`src/hdl/nmrp_pkg.sv`:
```
`timescale 1ns / 1ps
// ----------------------------------------------------------------------------
// nmrp_pkg
// Widths, constants and latencies shared by the normal-map renormaliser.
// ----------------------------------------------------------------------------
package nmrp_pkg;

   localparam int BYTE_W  = 8;
   localparam int MAG_W   = 7;   // rounded magnitude 0..127
   localparam int ABS_W   = 8;   // |byte - 127| is at most 128
   localparam int SQ_W    = 15;  // square of a magnitude, at most 16384
   localparam int SUM_W   = 16;  // sum of three squares, at most 49152
   localparam int RHS_W   = 30;  // 4 * 127^2 * a^2
   localparam int T2_W    = 16;  // (2k-1)^2 for k up to 127
   localparam int PROD_W  = 32;  // (2k-1)^2 * S

   localparam logic [BYTE_W-1:0] CENTER     = 8'd127;
   localparam logic [15:0]       SCALE_SQ_X4 = 16'd64516;

   localparam int PREP_LAT = 2;
   localparam int ROOT_LAT = 2 * MAG_W + 1;
   localparam int TOTAL_LAT = PREP_LAT + ROOT_LAT;

endpackage

```
`src/hdl/nmrp_prep.sv`:
```
`timescale 1ns / 1ps
// ----------------------------------------------------------------------------
// nmrp_prep
// Re-centres the three bytes, squares them and forms the squared length and
// the scaled right-hand side of the rounding test for red and green.
// ----------------------------------------------------------------------------
module nmrp_prep (
   input  logic                               clock,
   input  logic [nmrp_pkg::BYTE_W-1:0]        red,
   input  logic [nmrp_pkg::BYTE_W-1:0]        green,
   input  logic [nmrp_pkg::BYTE_W-1:0]        blue,
   output logic [nmrp_pkg::SUM_W-1:0]         sum_sq,
   output logic [nmrp_pkg::RHS_W-1:0]         rhs_x,
   output logic [nmrp_pkg::RHS_W-1:0]         rhs_y,
   output logic                               neg_x,
   output logic                               neg_y
);

   logic [nmrp_pkg::ABS_W-1:0] ax, ay, az;
   logic [nmrp_pkg::SQ_W-1:0]  sqx_ff, sqy_ff, sqz_ff;
   logic                       nx_ff, ny_ff;
   logic [nmrp_pkg::SUM_W-1:0] sum_ff;
   logic [nmrp_pkg::RHS_W-1:0] rx_ff, ry_ff;
   logic                       nx2_ff, ny2_ff;

   // A byte below the centre gives a negative component.
   assign ax = (red   < nmrp_pkg::CENTER) ? nmrp_pkg::CENTER - red   : red   - nmrp_pkg::CENTER;
   assign ay = (green < nmrp_pkg::CENTER) ? nmrp_pkg::CENTER - green : green - nmrp_pkg::CENTER;
   assign az = (blue  < nmrp_pkg::CENTER) ? nmrp_pkg::CENTER - blue  : blue  - nmrp_pkg::CENTER;

   always_ff @(posedge clock) begin
      sqx_ff <= nmrp_pkg::SQ_W'(ax * ax);
      sqy_ff <= nmrp_pkg::SQ_W'(ay * ay);
      sqz_ff <= nmrp_pkg::SQ_W'(az * az);
      nx_ff  <= red   < nmrp_pkg::CENTER;
      ny_ff  <= green < nmrp_pkg::CENTER;
   end

   always_ff @(posedge clock) begin
      sum_ff <= nmrp_pkg::SUM_W'(sqx_ff) + nmrp_pkg::SUM_W'(sqy_ff)
              + nmrp_pkg::SUM_W'(sqz_ff);
      rx_ff  <= nmrp_pkg::RHS_W'(nmrp_pkg::SCALE_SQ_X4 * sqx_ff);
      ry_ff  <= nmrp_pkg::RHS_W'(nmrp_pkg::SCALE_SQ_X4 * sqy_ff);
      nx2_ff <= nx_ff;
      ny2_ff <= ny_ff;
   end

   assign sum_sq = sum_ff;
   assign rhs_x  = rx_ff;
   assign rhs_y  = ry_ff;
   assign neg_x  = nx2_ff;
   assign neg_y  = ny2_ff;

endmodule

```
`config.mk`:
```
export PLATFORM = sky130hd
export DESIGN_NAME = nmrp_prep
export DESIGN_NICKNAME = d
export VERILOG_FILES = /design/src/hdl/nmrp_pkg.sv /design/src/hdl/nmrp_prep.sv
export SDC_FILE = /design/constraint.sdc
export NUM_CORES = 1
export LEC_CHECK = 0
export BUFFER_PORTS_ARGS = -buffer_cell sky130_fd_sc_hd__buf_2
export CAP_MARGIN = 40
export CORE_ASPECT_RATIO = 1.5
export CORE_MARGIN = 2
export CORE_UTILIZATION = 35
export DETAILED_ROUTE_END_ITERATION = 7
export PLACE_DENSITY = 0.48
export SYNTH_ARGS = -nofsm -noshare
export SYNTH_HDL_FRONTEND = slang
export SYNTH_SLANG_ARGS = --single-unit
```
`constraint.sdc`:
```
create_clock -name clock -period 7.82 [get_ports clock]
set_input_delay 1.564 -clock clock [delete_from_list [all_inputs] [get_ports clock]]
set_output_delay 1.564 -clock clock [all_outputs]
set_load 0.1 [all_outputs]
```
* Word-level counts from Yosys, hierarchy flattened
Index checks and enable logic that the tools add are counted.
Word-level totals: flip-flop bits (word level) 121
Cells by class: add/subtract/negate cells 8, $mul 5, order comparisons 3, mux-type cells 3
Operators with widths (count):
- multiplier 14 x 15 -> 28 bit (first input constant) | 2
- multiplier 8 x 8 -> 15 bit | 3
- less-than comparator 8 x 7 -> 1 bit (second input constant) | 3
- 2-to-1 mux 8 bit | 3
- subtractor 7 x 8 -> 8 bit (first input constant) | 3
- subtractor 8 x 7 -> 8 bit (second input constant) | 3
- adder 15 x 15 -> 16 bit | 1
- adder 16 x 15 -> 16 bit | 1

* Depth between registers and ports, before layout
word-level depth 3, mapped depth 24, depth with buffers taken out 24

* Least setup slack after synthesis
Ideal clock, no wire load.
path type in2reg, from input port blue[0] (netlist name), to register sqz_ff[13] (netlist name), library setup time 0.106 ns, arrival time 6.252 ns, required time 7.714 ns, setup slack 1.462 ns, cell stages on the path 21, path buffers 0, path through ha_1 -> and3_1 -> and3_1 -> a21oi_1 -> a31oi_1 -> xor2_1 -> or2_2 -> inv_1 -> fa_1 -> fa_1 -> ha_1 -> inv_1 -> fa_1 -> inv_1 -> ha_1 -> a21o_1 -> a21oi_1 -> o21bai_1 -> a21oi_1 -> o21ai_0 -> o311ai_0
On the way: word-level cells in the longest chain between the ends 3, elaborated cells between the ends (all ways) 5, classes of those cells add/sub: 2; mul: 1; order compare: 1; mux: 1
Ends and longest elaborated chain:
- start: declaration | line nmrp_prep.sv:11 | input logic [nmrp_pkg::BYTE_W-1:0] blue,
- subtractor 8 x 7 -> 8 bit (tied with other cells) | line nmrp_prep.sv:29 | assign az = (blue < nmrp_pkg::CENTER) ? nmrp_pkg::CENTER - blue : blue - nmrp_pkg::CENTER;
- 2-to-1 mux 8 bit (*) | line nmrp_prep.sv:29
- multiplier 8 x 8 -> 15 bit (*) | line nmrp_prep.sv:34 | sqz_ff <= nmrp_pkg::SQ_W'(az * az);
- end signal: assignment | line nmrp_prep.sv:34
- end: declaration | line nmrp_prep.sv:20 | logic [nmrp_pkg::SQ_W-1:0] sqx_ff, sqy_ff, sqz_ff;
Every way passes the cells marked *; elsewhere a longest branch is shown, timed or not.

* Worst setup path in the final report
Ends and elaborated chain as after synthesis.

==> summary.md <==
| Metric | Value |
|---|---|
| Gr usage total | `14.6%` |
| Critical path capture point type | `register` |
| Relative slew slack | `a little over half` |
| Setup Crit Path Kind | `input pin to register` |
| Die H | `about 250 um` |
| Post-synth EDFFs | `0` |
| Num CTS Buffers | `17` |
| Tightest Pin Transition | `0.673 ns` |
| Clock slew seen by the registers of the worst setup and hold paths | `0.06 ns` |
| Rows | `88` |
| WL/cell | `13.9 um` |
| Slowest-stage cell, CP | `fa_1` |
| Clock tree from TritonCTS | `done` |
| Final worst path period share | `83.5%` |
| Most frequent cell after synthesis | `ha_1` |
| RSZ-0062 raised after global routing | `false` |
| Bufs on Longest Clock Path | `2` |
| Syn Area/Cell | `10.0 um^2` |
| CP startpoint kind | `input pin` |
| Sequential area share after synthesis | `17.1%` |
| Post-CTS setup buffers | `0` |
| Initial core utilization | `35.4%` |
| Area contributors post-synth | `ha_1 (25%), fa_1 (25%), dfxtp_1 (17%)` |
| HP Class | `register to register` |
| Antenna Cells | `0` |
| Cells along the critical path | `buf_2 > ha_1 > and3_1 > and3_1 > a21oi_1 > a31oi_1 > xor2_1 > or2_2 > inv_1 > fa_1 > fa_1 > ha_1 > inv_1 > fa_1 > inv_1 > ha_1 > a21o_1 > a21oi_1 > o21bai_1 > a21oi_1 > o21ai_0 > o311ai_0` |
| Critical path's largest stage delay | `0.52 ns` |
| Total negative setup slack | `0 ns` |
| Remaining antenna violation count after routing | `0` |
| Req. time, crit path | `between 8 and 9 ns` |
| Worst-path fanout max | `12` |
| Synth cell types | `57` |
| Initial drt markers | `361` |
| Area growth, synth to finish | `12.2%` |
| Drt via density | `4.59` |
| Nets | `1941` |
| Layout cell share with drive strength beyond 1 | `between 10 and 15%` |
| CTS HTree Levels | `4` |
| Clk_skew | `0.0103 ns` |
| Clock latency on the worst-skew pair | `0.44 ns` |
| Initial antenna violation count | `0` |
| Root Buffer | `clkbuf_16` |
| Slew Viols, Final | `0` |
| IO buf count | `96` |
| Syn Std Cell Area | `13600 um^2` |
| Cell count after synthesis | `1359` |
| Fmax | `between 150 and 200 MHz` |
| GPL Wtd Cong | `0.789` |
| Routed via count | `9107` |
| Status | `finished, final reports clean` |
| Residual DRC | `0` |
| Die W | `165 um` |
| Core Region | `38400 um^2` |
| Max-cap viol count | `0` |
| Congestion Overflow GR | `0` |
| Dpl hpwl | `between 20000 and 25000 um` |
| Pre-antenna DRT Iters | `4` |
| Routed wire length | `27600 um` |
| Hold_buf cts | `0` |
| Final min period | `6.53 ns` |
| Post-synth top cells | `ha_1 (272), inv_1 (251), fa_1 (169), dfxtp_1 (116), nor2_1 (100)` |
| Top cell type's share of synthesized area | `25.1%` |
| Die area | `40400 um^2` |
| Synth Flop Type | `dfxtp_1` |
| Asr flop ratio synth | `0%` |
| Filler cells | `3790` |
| Crit path DAT | `6.86 ns` |
| Global-route wire length before repair | `around 46000 um` |
| YS warnings | `0` |
| Setup violators final | `0` |
| Yosys reg bits | `~120` |
| Hold Violations, Final | `0` |
| Vias in the first global route | `9486` |
| Dominant cell type by area after synthesis | `ha_1` |
| TritonCTS Sinks | `~120` |
| Largest net degree at the start of global routing | `17` |
| I/O Pins | `103` |
| CTS-repair resized insts | `0` |
==> registers in the layout (all words and copies together), names as in the netlist <==
name / count
rhs_x: 27
rhs_y: 27
sum_sq: 16
sqx_ff: 14
sqy_ff: 14
sqz_ff: 14
neg_x: 1
neg_y: 1
nx_ff: 1
ny_ff: 1
==> critical path: cells and delay by family <==
kind,cells,cell delay [ns]
buffers and inverters,4,0.32
xor gates and xnor gates,1,0.47
AOI/OAI and AO/OA,8,1.59
and+or+nand+nor,3,0.64
adders and majority gates,6,2.27
==> per-layer routing <==
layer	global-route usage, %	vias to the layer above	part of all wire, %
met4	6.55	0	3.3
li1	-	4644	-
met1	16.6	4340	42
met5	0	-	0
met3	1.72	33	1.9
met2	27.0	90	53
==> final timing paths <==
kind              from    endpoint  slack, ns  cells past startpoint
max            blue[0]  sqz_ff[13]       1.29                     22
min              ny_ff       neg_y       0.33                      0
max reg2reg  sqy_ff[6]   rhs_y[27]       2.46                     18
min reg2reg      ny_ff       neg_y       0.33                      0
==> stage by stage <==
stage	util, %	instance area [um^2]	hold WS (ns)	std cells	setup WS (ns)
after floorplan	-	13600	0.310	1369	1.46
after global placement	38.2	14700	0.326	1949	0.903
after detailed placement	38.2	14700	0.326	1951	0.811
after CTS	39.7	15200	0.341	1983	1.29
after global routing	39.7	15200	0.351	1983	0.801
final	39.7	15200	0.333	1983	1.29
==> kinds of logic (layout without fill, tap and decap cells) <==
family | Yosys count | count (layout) | synth area share [%]
other | 2 | 12 | 0.0553
AO/OA/AOI/OAI | 176 | 176 | 8.88
multiplexers | 5 | 5 | 0.396
buffers and inverters | 267 | 386 | 7.57
adder cells (fa/ha/maj) | 441 | 441 | 50.0
XOR/XNOR | 120 | 120 | 7.85
AND/OR/NAND/NOR | 232 | 232 | 8.20
flip-flops | 116 | 116 | 17.1
==> cell usage in the layout, fill, tap and decap left out, types with 7 or more instances in the layout <==
cell / instances
o21bai_1: 14
o21a_1: 11
nor2b_1: 8
a21oi_1: 57
dfxtp_1: 116
buf_2: 96
conb_1: 12
nand2b_1: 16
nand2_1: 24
nor2_1: 100
a31oi_1: 9
nand3_1: 10
nor3_1: 24
inv_1: 251
xnor2_1: 87
o21ai_0: 26
xor2_1: 31
clkbuf_16: 17
nand4_1: 7
or2_2: 15
ha_1: 272
and3_1: 12
a21o_1: 23
fa_1: 169
==> final cells by class <==
type	instances	area, um^2	share of cell area, %
well taps	495	619	4.06
clock inverters	14	130	0.854
inverters	251	942	6.18
flip-flops and latches	116	2320	15.2
clock buffers	18	429	2.82
multi-input cells	986	10300	67.4
repair buffers	103	529	3.47
Power is left out: the tool's default activity adds up to more than one toggle a clock period on the data nets, which glitch-free logic cannot reach.
