**config.mk**
```make
export PLATFORM = sky130hd
export DESIGN_NAME = nmrp_root
export DESIGN_NICKNAME = d
export VERILOG_FILES = /design/src/hdl/nmrp_pkg.sv /design/src/hdl/nmrp_root.sv
export SDC_FILE = /design/constraint.sdc
export NUM_CORES = 2
export LEC_CHECK = 0
export BUFFER_PORTS_ARGS = -buffer_cell sky130_fd_sc_hd__buf_2
export CAP_MARGIN = 20
export CORE_MARGIN = 2
export CORE_UTILIZATION = 40
export DETAILED_ROUTE_END_ITERATION = 10
export HOLD_SLACK_MARGIN = 0.12
export PLACE_DENSITY_LB_ADDON = 0.08
export RECOVER_POWER = 50
export SLEW_MARGIN = 10
export SYNTH_ARGS = -nofsm -noshare
export SYNTH_HDL_FRONTEND = slang
export SYNTH_SLANG_ARGS = --single-unit
```
**constraint.sdc**
```tcl
create_clock -name clock -period 9.6 [get_ports clock]
set_input_delay 0 -clock clock [delete_from_list [all_inputs] [get_ports clock]]
set_output_delay 0 -clock clock [all_outputs]
set_load 0.005 [all_outputs]
```
**src/hdl/nmrp_pkg.sv**
```systemverilog
`timescale 1ns / 1ps
// ----------------------------------------------------------------------------
// nmrp_pkg
// Widths, constants and latencies shared by the normal-map renormaliser.
// ----------------------------------------------------------------------------
package nmrp_pkg;

   localparam int BYTE_W  = 8;
   localparam int MAG_W   = 7;   // rounded magnitude 0..127
   localparam int ABS_W   = 8;   // |byte - 127| is at most 128
   localparam int SQ_W    = 15;  // square of a magnitude, at most 16384
   localparam int SUM_W   = 16;  // sum of three squares, at most 49152
   localparam int RHS_W   = 30;  // 4 * 127^2 * a^2
   localparam int T2_W    = 16;  // (2k-1)^2 for k up to 127
   localparam int PROD_W  = 32;  // (2k-1)^2 * S

   localparam logic [BYTE_W-1:0] CENTER     = 8'd127;
   localparam logic [15:0]       SCALE_SQ_X4 = 16'd64516;

   localparam int PREP_LAT = 2;
   localparam int ROOT_LAT = 2 * MAG_W + 1;
   localparam int TOTAL_LAT = PREP_LAT + ROOT_LAT;

endpackage

```
**src/hdl/nmrp_root.sv**
```systemverilog
`timescale 1ns / 1ps
// ----------------------------------------------------------------------------
// nmrp_root
// Finds the rounded magnitude one bit per step, two stages per bit: the first
// squares the odd trial value, the second multiplies by S and compares.
// ----------------------------------------------------------------------------
module nmrp_root (
   input  logic                               clock,
   input  logic [nmrp_pkg::SUM_W-1:0]         sum_sq,
   input  logic [nmrp_pkg::RHS_W-1:0]         rhs,
   input  logic                               neg,
   output logic [nmrp_pkg::BYTE_W-1:0]        code
);

   localparam int N = nmrp_pkg::MAG_W;

   logic [nmrp_pkg::T2_W-1:0]  a_t2_ff    [N];
   logic [N-1:0]               a_trial_ff [N];
   logic [N-1:0]               a_r_ff     [N];
   logic [nmrp_pkg::SUM_W-1:0] a_s_ff     [N];
   logic [nmrp_pkg::RHS_W-1:0] a_rhs_ff   [N];
   logic                       a_neg_ff   [N];
   logic [N-1:0]               b_r_ff     [N];
   logic [nmrp_pkg::SUM_W-1:0] b_s_ff     [N];
   logic [nmrp_pkg::RHS_W-1:0] b_rhs_ff   [N];
   logic                       b_neg_ff   [N];
   logic [nmrp_pkg::BYTE_W-1:0] code_ff;

   for (genvar j = 0; j < N; j++) begin : g_step
      logic [N-1:0]               cur_r;
      logic [nmrp_pkg::SUM_W-1:0] cur_s;
      logic [nmrp_pkg::RHS_W-1:0] cur_rhs;
      logic                       cur_neg;
      logic [N-1:0]               trial;
      logic [nmrp_pkg::BYTE_W-1:0] odd;
      logic [nmrp_pkg::PROD_W-1:0] prod;
      logic                       pass;

      if (j == 0) begin : g_first
         assign cur_r   = '0;
         assign cur_s   = sum_sq;
         assign cur_rhs = rhs;
         assign cur_neg = neg;
      end else begin : g_next
         assign cur_r   = b_r_ff[j-1];
         assign cur_s   = b_s_ff[j-1];
         assign cur_rhs = b_rhs_ff[j-1];
         assign cur_neg = b_neg_ff[j-1];
      end

      assign trial = cur_r | (N'(1) << (N - 1 - j));
      assign odd   = {trial, 1'b0} - nmrp_pkg::BYTE_W'(1);

      always_ff @(posedge clock) begin
         a_t2_ff[j]    <= nmrp_pkg::T2_W'(odd * odd);
         a_trial_ff[j] <= trial;
         a_r_ff[j]     <= cur_r;
         a_s_ff[j]     <= cur_s;
         a_rhs_ff[j]   <= cur_rhs;
         a_neg_ff[j]   <= cur_neg;
      end

      assign prod = nmrp_pkg::PROD_W'(a_t2_ff[j]) * nmrp_pkg::PROD_W'(a_s_ff[j]);

      // A zero-length vector never passes, so it stays at the centre.
      assign pass = (a_s_ff[j] != '0) && (prod <= nmrp_pkg::PROD_W'(a_rhs_ff[j]));

      // The test is monotone in the trial value, so a passing bit is kept.
      always_ff @(posedge clock) begin
         b_r_ff[j]   <= pass ? a_trial_ff[j] : a_r_ff[j];
         b_s_ff[j]   <= a_s_ff[j];
         b_rhs_ff[j] <= a_rhs_ff[j];
         b_neg_ff[j] <= a_neg_ff[j];
      end
   end

   always_ff @(posedge clock) begin
      code_ff <= b_neg_ff[N-1]
               ? nmrp_pkg::CENTER - nmrp_pkg::BYTE_W'(b_r_ff[N-1])
               : nmrp_pkg::CENTER + nmrp_pkg::BYTE_W'(b_r_ff[N-1]);
   end

   assign code = code_ff;

endmodule
```
; Word level (Yosys, flattened, before mapping)
; Memory sizes are Yosys's and may differ from the RTL's.
; Cells that the tools add are included.
[totals]
input_bits = 48
regBits = 8
output_inout_bits = 8
mem_count = 10
ram_bits = 917
word_cells = 61
[op_classes]
reduce_logical = 14
magnitude_cmp = 7
n_addsub = 8
mux = 8
multipliers = 13
[mem_list]
columns = memory, depth, word_bits, rd, rd_ports_with_merged_regs, write_ports, line_no
row1 = a_rhs_ff, 7, 30, 7, 0, 7, nmrp_root.sv:21  ; logic [nmrp_pkg::RHS_W-1:0] a_rhs_ff [N];
row2 = b_rhs_ff, 7, 30, 6, 0, 7, nmrp_root.sv:25  ; logic [nmrp_pkg::RHS_W-1:0] b_rhs_ff [N];
row3 = a_s_ff, 7, 16, 7, 0, 7, nmrp_root.sv:20  ; logic [nmrp_pkg::SUM_W-1:0] a_s_ff [N];
row4 = a_t2_ff, 7, 16, 7, 0, 7, nmrp_root.sv:17  ; logic [nmrp_pkg::T2_W-1:0] a_t2_ff [N];
row5 = b_s_ff, 7, 16, 6, 0, 7, nmrp_root.sv:24  ; logic [nmrp_pkg::SUM_W-1:0] b_s_ff [N];
row6 = a_r_ff, 7, 7, 7, 0, 7, nmrp_root.sv:19  ; logic [N-1:0] a_r_ff [N];
row7 = +4 memories, --, --, --, --, --, --
[op_table]
columns = cell, count
row1 = $le 32x30->1, 7
row2 = $mul 16x16->32, 7
row3 = $reduce_bool 16->1, 7
row4 = $mul 8x8->16, 6
row5 = $mux 7, 7
row6 = $sub 8x1->8 const B, 6
row7 = $add 7x7->8 const A, 1
row8 = $mux 8, 1
row9 = $sub 7x7->8 const A, 1
row10 = $logic_and 1x1->1, 7

; Logic depth before layout (Yosys ltp)
; An unclocked memory read counts as a cell.
[depth]
depth_word = 5
depth_mapped = 34

; Worst setup path after synthesis
; Ideal clock, no wire load.
[synth_timing]
kind = reg2reg
startpoint = mem a_s_ff[6][7] in the netlist's numbering
endpoint = mem b_r_ff[6][0] in the netlist's numbering
path_stages_with_launch = 30
required_time_ns = 9.467
path_slack_ns = 2.278
setup_time_ns = 0.133
path_buffers = 1
arrival_time_ns = 7.189
path_cell_list = dfxtp_1 clkbuf_1 nand2_1 fa_1 fa_1 inv_1 fa_1 fa_1 fa_1 inv_1 fa_1 inv_1 ha_1 a21o_1 a221o_1 and2_1 a311oi_2 o21ai_1 a21o_1 a21oi_1 xnor2_1 ha_1 and3_1 nand3_1 nor4_1 o31ai_1 o41ai_1 o221ai_1 nand4_1 o31ai_1
[synth_lines]
columns = element, line_no
row1 = "start, declared", nmrp_root.sv:20
row2 = "end, declared", nmrp_root.sv:23  ; logic [N-1:0] b_r_ff [N];

==> metrics.cfg <==
[status]
status = finished clean

[grt]
grt_pass1_vias = 46300
antenna_found_initial = 7
overflow = 0
grtUsageTotal = 0.199
grt_pass1_wl_um = 255000
grt_start_max_net_pins = 18

[die]
fp.dieH_um = 406
die_w_um = 406
die-area_mm2 = 0.165
coreArea_mm2 = 0.160
rows = 147
start_util = 0.402
pin_count = 56

[yosys]
synth_seq_cells = 720
synthFlopType = dfxtp_1
synthesis.area_per_instance_um2 = 9.92
synth_edf_count = 0
yosysWarningCount = 0
ys_async_sr_fraction = 0
synthDistinctLibCells = 69
ys_seq_area_frac = 0.223
synth_area_mm2 = 0.0645
synthCells = 6506

[layout]
fillCellCount = 15600
area_delta_synth_final_pct = 10.9
drive_gt1_frac = 0.0412
nNetsFinal = 8715

[critical_path]
cp_slowest_cell = dfxtp_1
rr_endpoint = b_r_ff[2][4]$_SDFF_PP1_
crit_top_cell = fa_1
critPathBufInv = 3
crit_start = a_t2_ff[2][13]$_DFF_P_
cp-start-kind = register
worstPathRequired_ns = 10.22
reg2reg_from = a_t2_ff[2][13]$_DFF_P_
r2r_cells = 28
r2r_slack_ns = 1.28
crit_family = adder cells
critPathMaxStageDelay_ns = 0.79
worstPathArrival_ns = 8.94
crit_type = reg -> reg
crit_path_max_fanout = 16
endpoint_kind = register

[sta]
period_share = 0.867
hold_viol_final = 0
slew_viol_final = 0
slew_headroom = 0.382
fin_setup_tns_ns = 0
fmax_mhz = 120
worst_pin_slew_ns = 0.925
period_minus_slack_ns = 8.32
fin_ws_ns = 1.28
clock_skew_ns = 0.0640
grt_setup_unrepaired = false
setup_viol = 0

[routing]
wl_um = 156000
wl_per_cell_um = 17.4
via_per_inst = 4.73
drtAntennaViolNets = 0
drt_iter0_markers = 1683
dr.pass1.iters = 5
num_vias = 42300
drc = 0

[hold_path]
holdPathStages = 0
hp-class = reg -> reg
min_to = a_rhs_ff[6][9]$_DFF_P_
hp-start = b_rhs_ff[5][9]$_DFF_P_

[place]
place.gp.congestion = 0.842
portBuffers = 55
hpwl_um = 125000
dp_slack_ns = 1.34

[clock_tree]
cts_tree = done
cts_hold_buffers = 94
cts_buffers = 87
root_buffer = clkbuf_16
path_clk_slew_ns = 0.06
clockBufferDepth = 3
cts_resized = 0
cts_max_level = 3
numClockSinks = 720
post_cts_buffers = 0
clk_latency_ns = 0.70

[job]
cap_viol_max_count = 0

[per-stage QoR]
step	utilization	cell area (um2)	std cells	hold WS, ns
3_5_place_dp	0.421	67600	8685	0.104
4_1_cts	0.446	71600	8934	0.277
2_1_floorplan	-	64700	6551	0.0277
5_1_grt	0.446	71600	8934	0.293
3_3_place_gp	0.421	67600	8685	0.102
6_report	0.446	71600	8935	0.279
[logic make-up after synthesis]
group / count (synthesis) / synth area share
compound gates: 649 / 0.0650
other cells: 2 / 0.000116
buf+inv: 1541 / 0.0896
fa+ha+maj: 1959 / 0.482
xor+xnor: 215 / 0.0292
simple gates: 1409 / 0.109
mux: 11 / 0.00186
flops: 720 / 0.223
[state kept, by name, summed over array words and instances, names as in the netlist]
register,cells
b_neg_ff,7
b_rhs_ff,180
a_r_ff,14
a_neg_ff,7
a_t2_ff,54
code,8
a_s_ff,112
b_s_ff,96
b_r_ff,28
a_rhs_ff,210
a_trial_ff,4
[worst max path at each step]
stage / to / cells after the start / slack (ns)
final: b_r_ff[2][4]$_SDFF_PP1_ / 28 / 1.28
after global routing: b_r_ff[2][4]$_SDFF_PP1_ / 28 / 0.76
after CTS: b_r_ff[2][4]$_SDFF_PP1_ / 28 / 1.31
after detailed placement: b_r_ff[2][4]$_SDFF_PP1_ / 28 / 1.34
after global placement: b_r_ff[2][4]$_SDFF_PP1_ / 28 / 1.36
after floorplan: b_r_ff[6][0]$_SDFF_PP1_ / 29 / 2.28
[cell usage after synthesis, types with 38 or more instances]
| cell type | count | area [um2] |
|---|---|---|
| dfxtp_1 | 720 | 14400 |
| o21ai_0 | 88 | 440 |
| nor2_1 | 142 | 533 |
| nand4_1 | 58 | 363 |
| fa_1 | 877 | 17600 |
| nand2_1 | 542 | 2030 |
| o21bai_1 | 40 | 300 |
| ha_1 | 1082 | 13500 |
| a21oi_1 | 201 | 1010 |
| and2_1 | 420 | 2630 |
| nor2b_1 | 49 | 307 |
| xor2_1 | 46 | 403 |
| inv_1 | 1412 | 5300 |
| o21a_1 | 43 | 323 |
| clkbuf_1 | 129 | 484 |
| a21o_1 | 125 | 938 |
| xnor2_1 | 169 | 1480 |
| nand2b_1 | 38 | 238 |
[layer usage]
metal | vias to the layer above | track usage | share of wire
met4 | 0 | 0.0520 | 0.024
met3 | 176 | 0.0215 | 0.027
li1 | 20700 | - | -
met5 | - | 0 | 0
met2 | 492 | 0.344 | 0.49
met1 | 20900 | 0.264 | 0.46
[final cells by class]
cell class	count	area (um2)	area share
antenna	1	2.50	0.0000350
sequential	720	14400	0.201
inverter	1412	5300	0.0741
multi-input combinational	4290	44500	0.622
clock inverter	52	728	0.0102
tap	2160	2700	0.0378
clock buffer	103	2330	0.0325
timing repair buffer	197	1580	0.0220
[cells in the final DEF, fill, tap and decap left out, types with 48 or more instances in the layout]
| cell | instances |
|---|---|
| inv_1 | 1412 |
| ha_1 | 1082 |
| fa_1 | 877 |
| dfxtp_1 | 720 |
| nand2_1 | 542 |
| and2_1 | 420 |
| a21oi_1 | 201 |
| xnor2_1 | 169 |
| nor2_1 | 142 |
| a21o_1 | 125 |
| dlygate4sd3_1 | 94 |
| o21ai_0 | 88 |
| clkbuf_16 | 87 |
| nand4_1 | 58 |
| buf_2 | 55 |
| nor2b_1 | 49 |
| buf_4 | 48 |
Power is left out: the tool's default activity adds up to more than one toggle a clock period on the data nets, which glitch-free logic cannot reach.
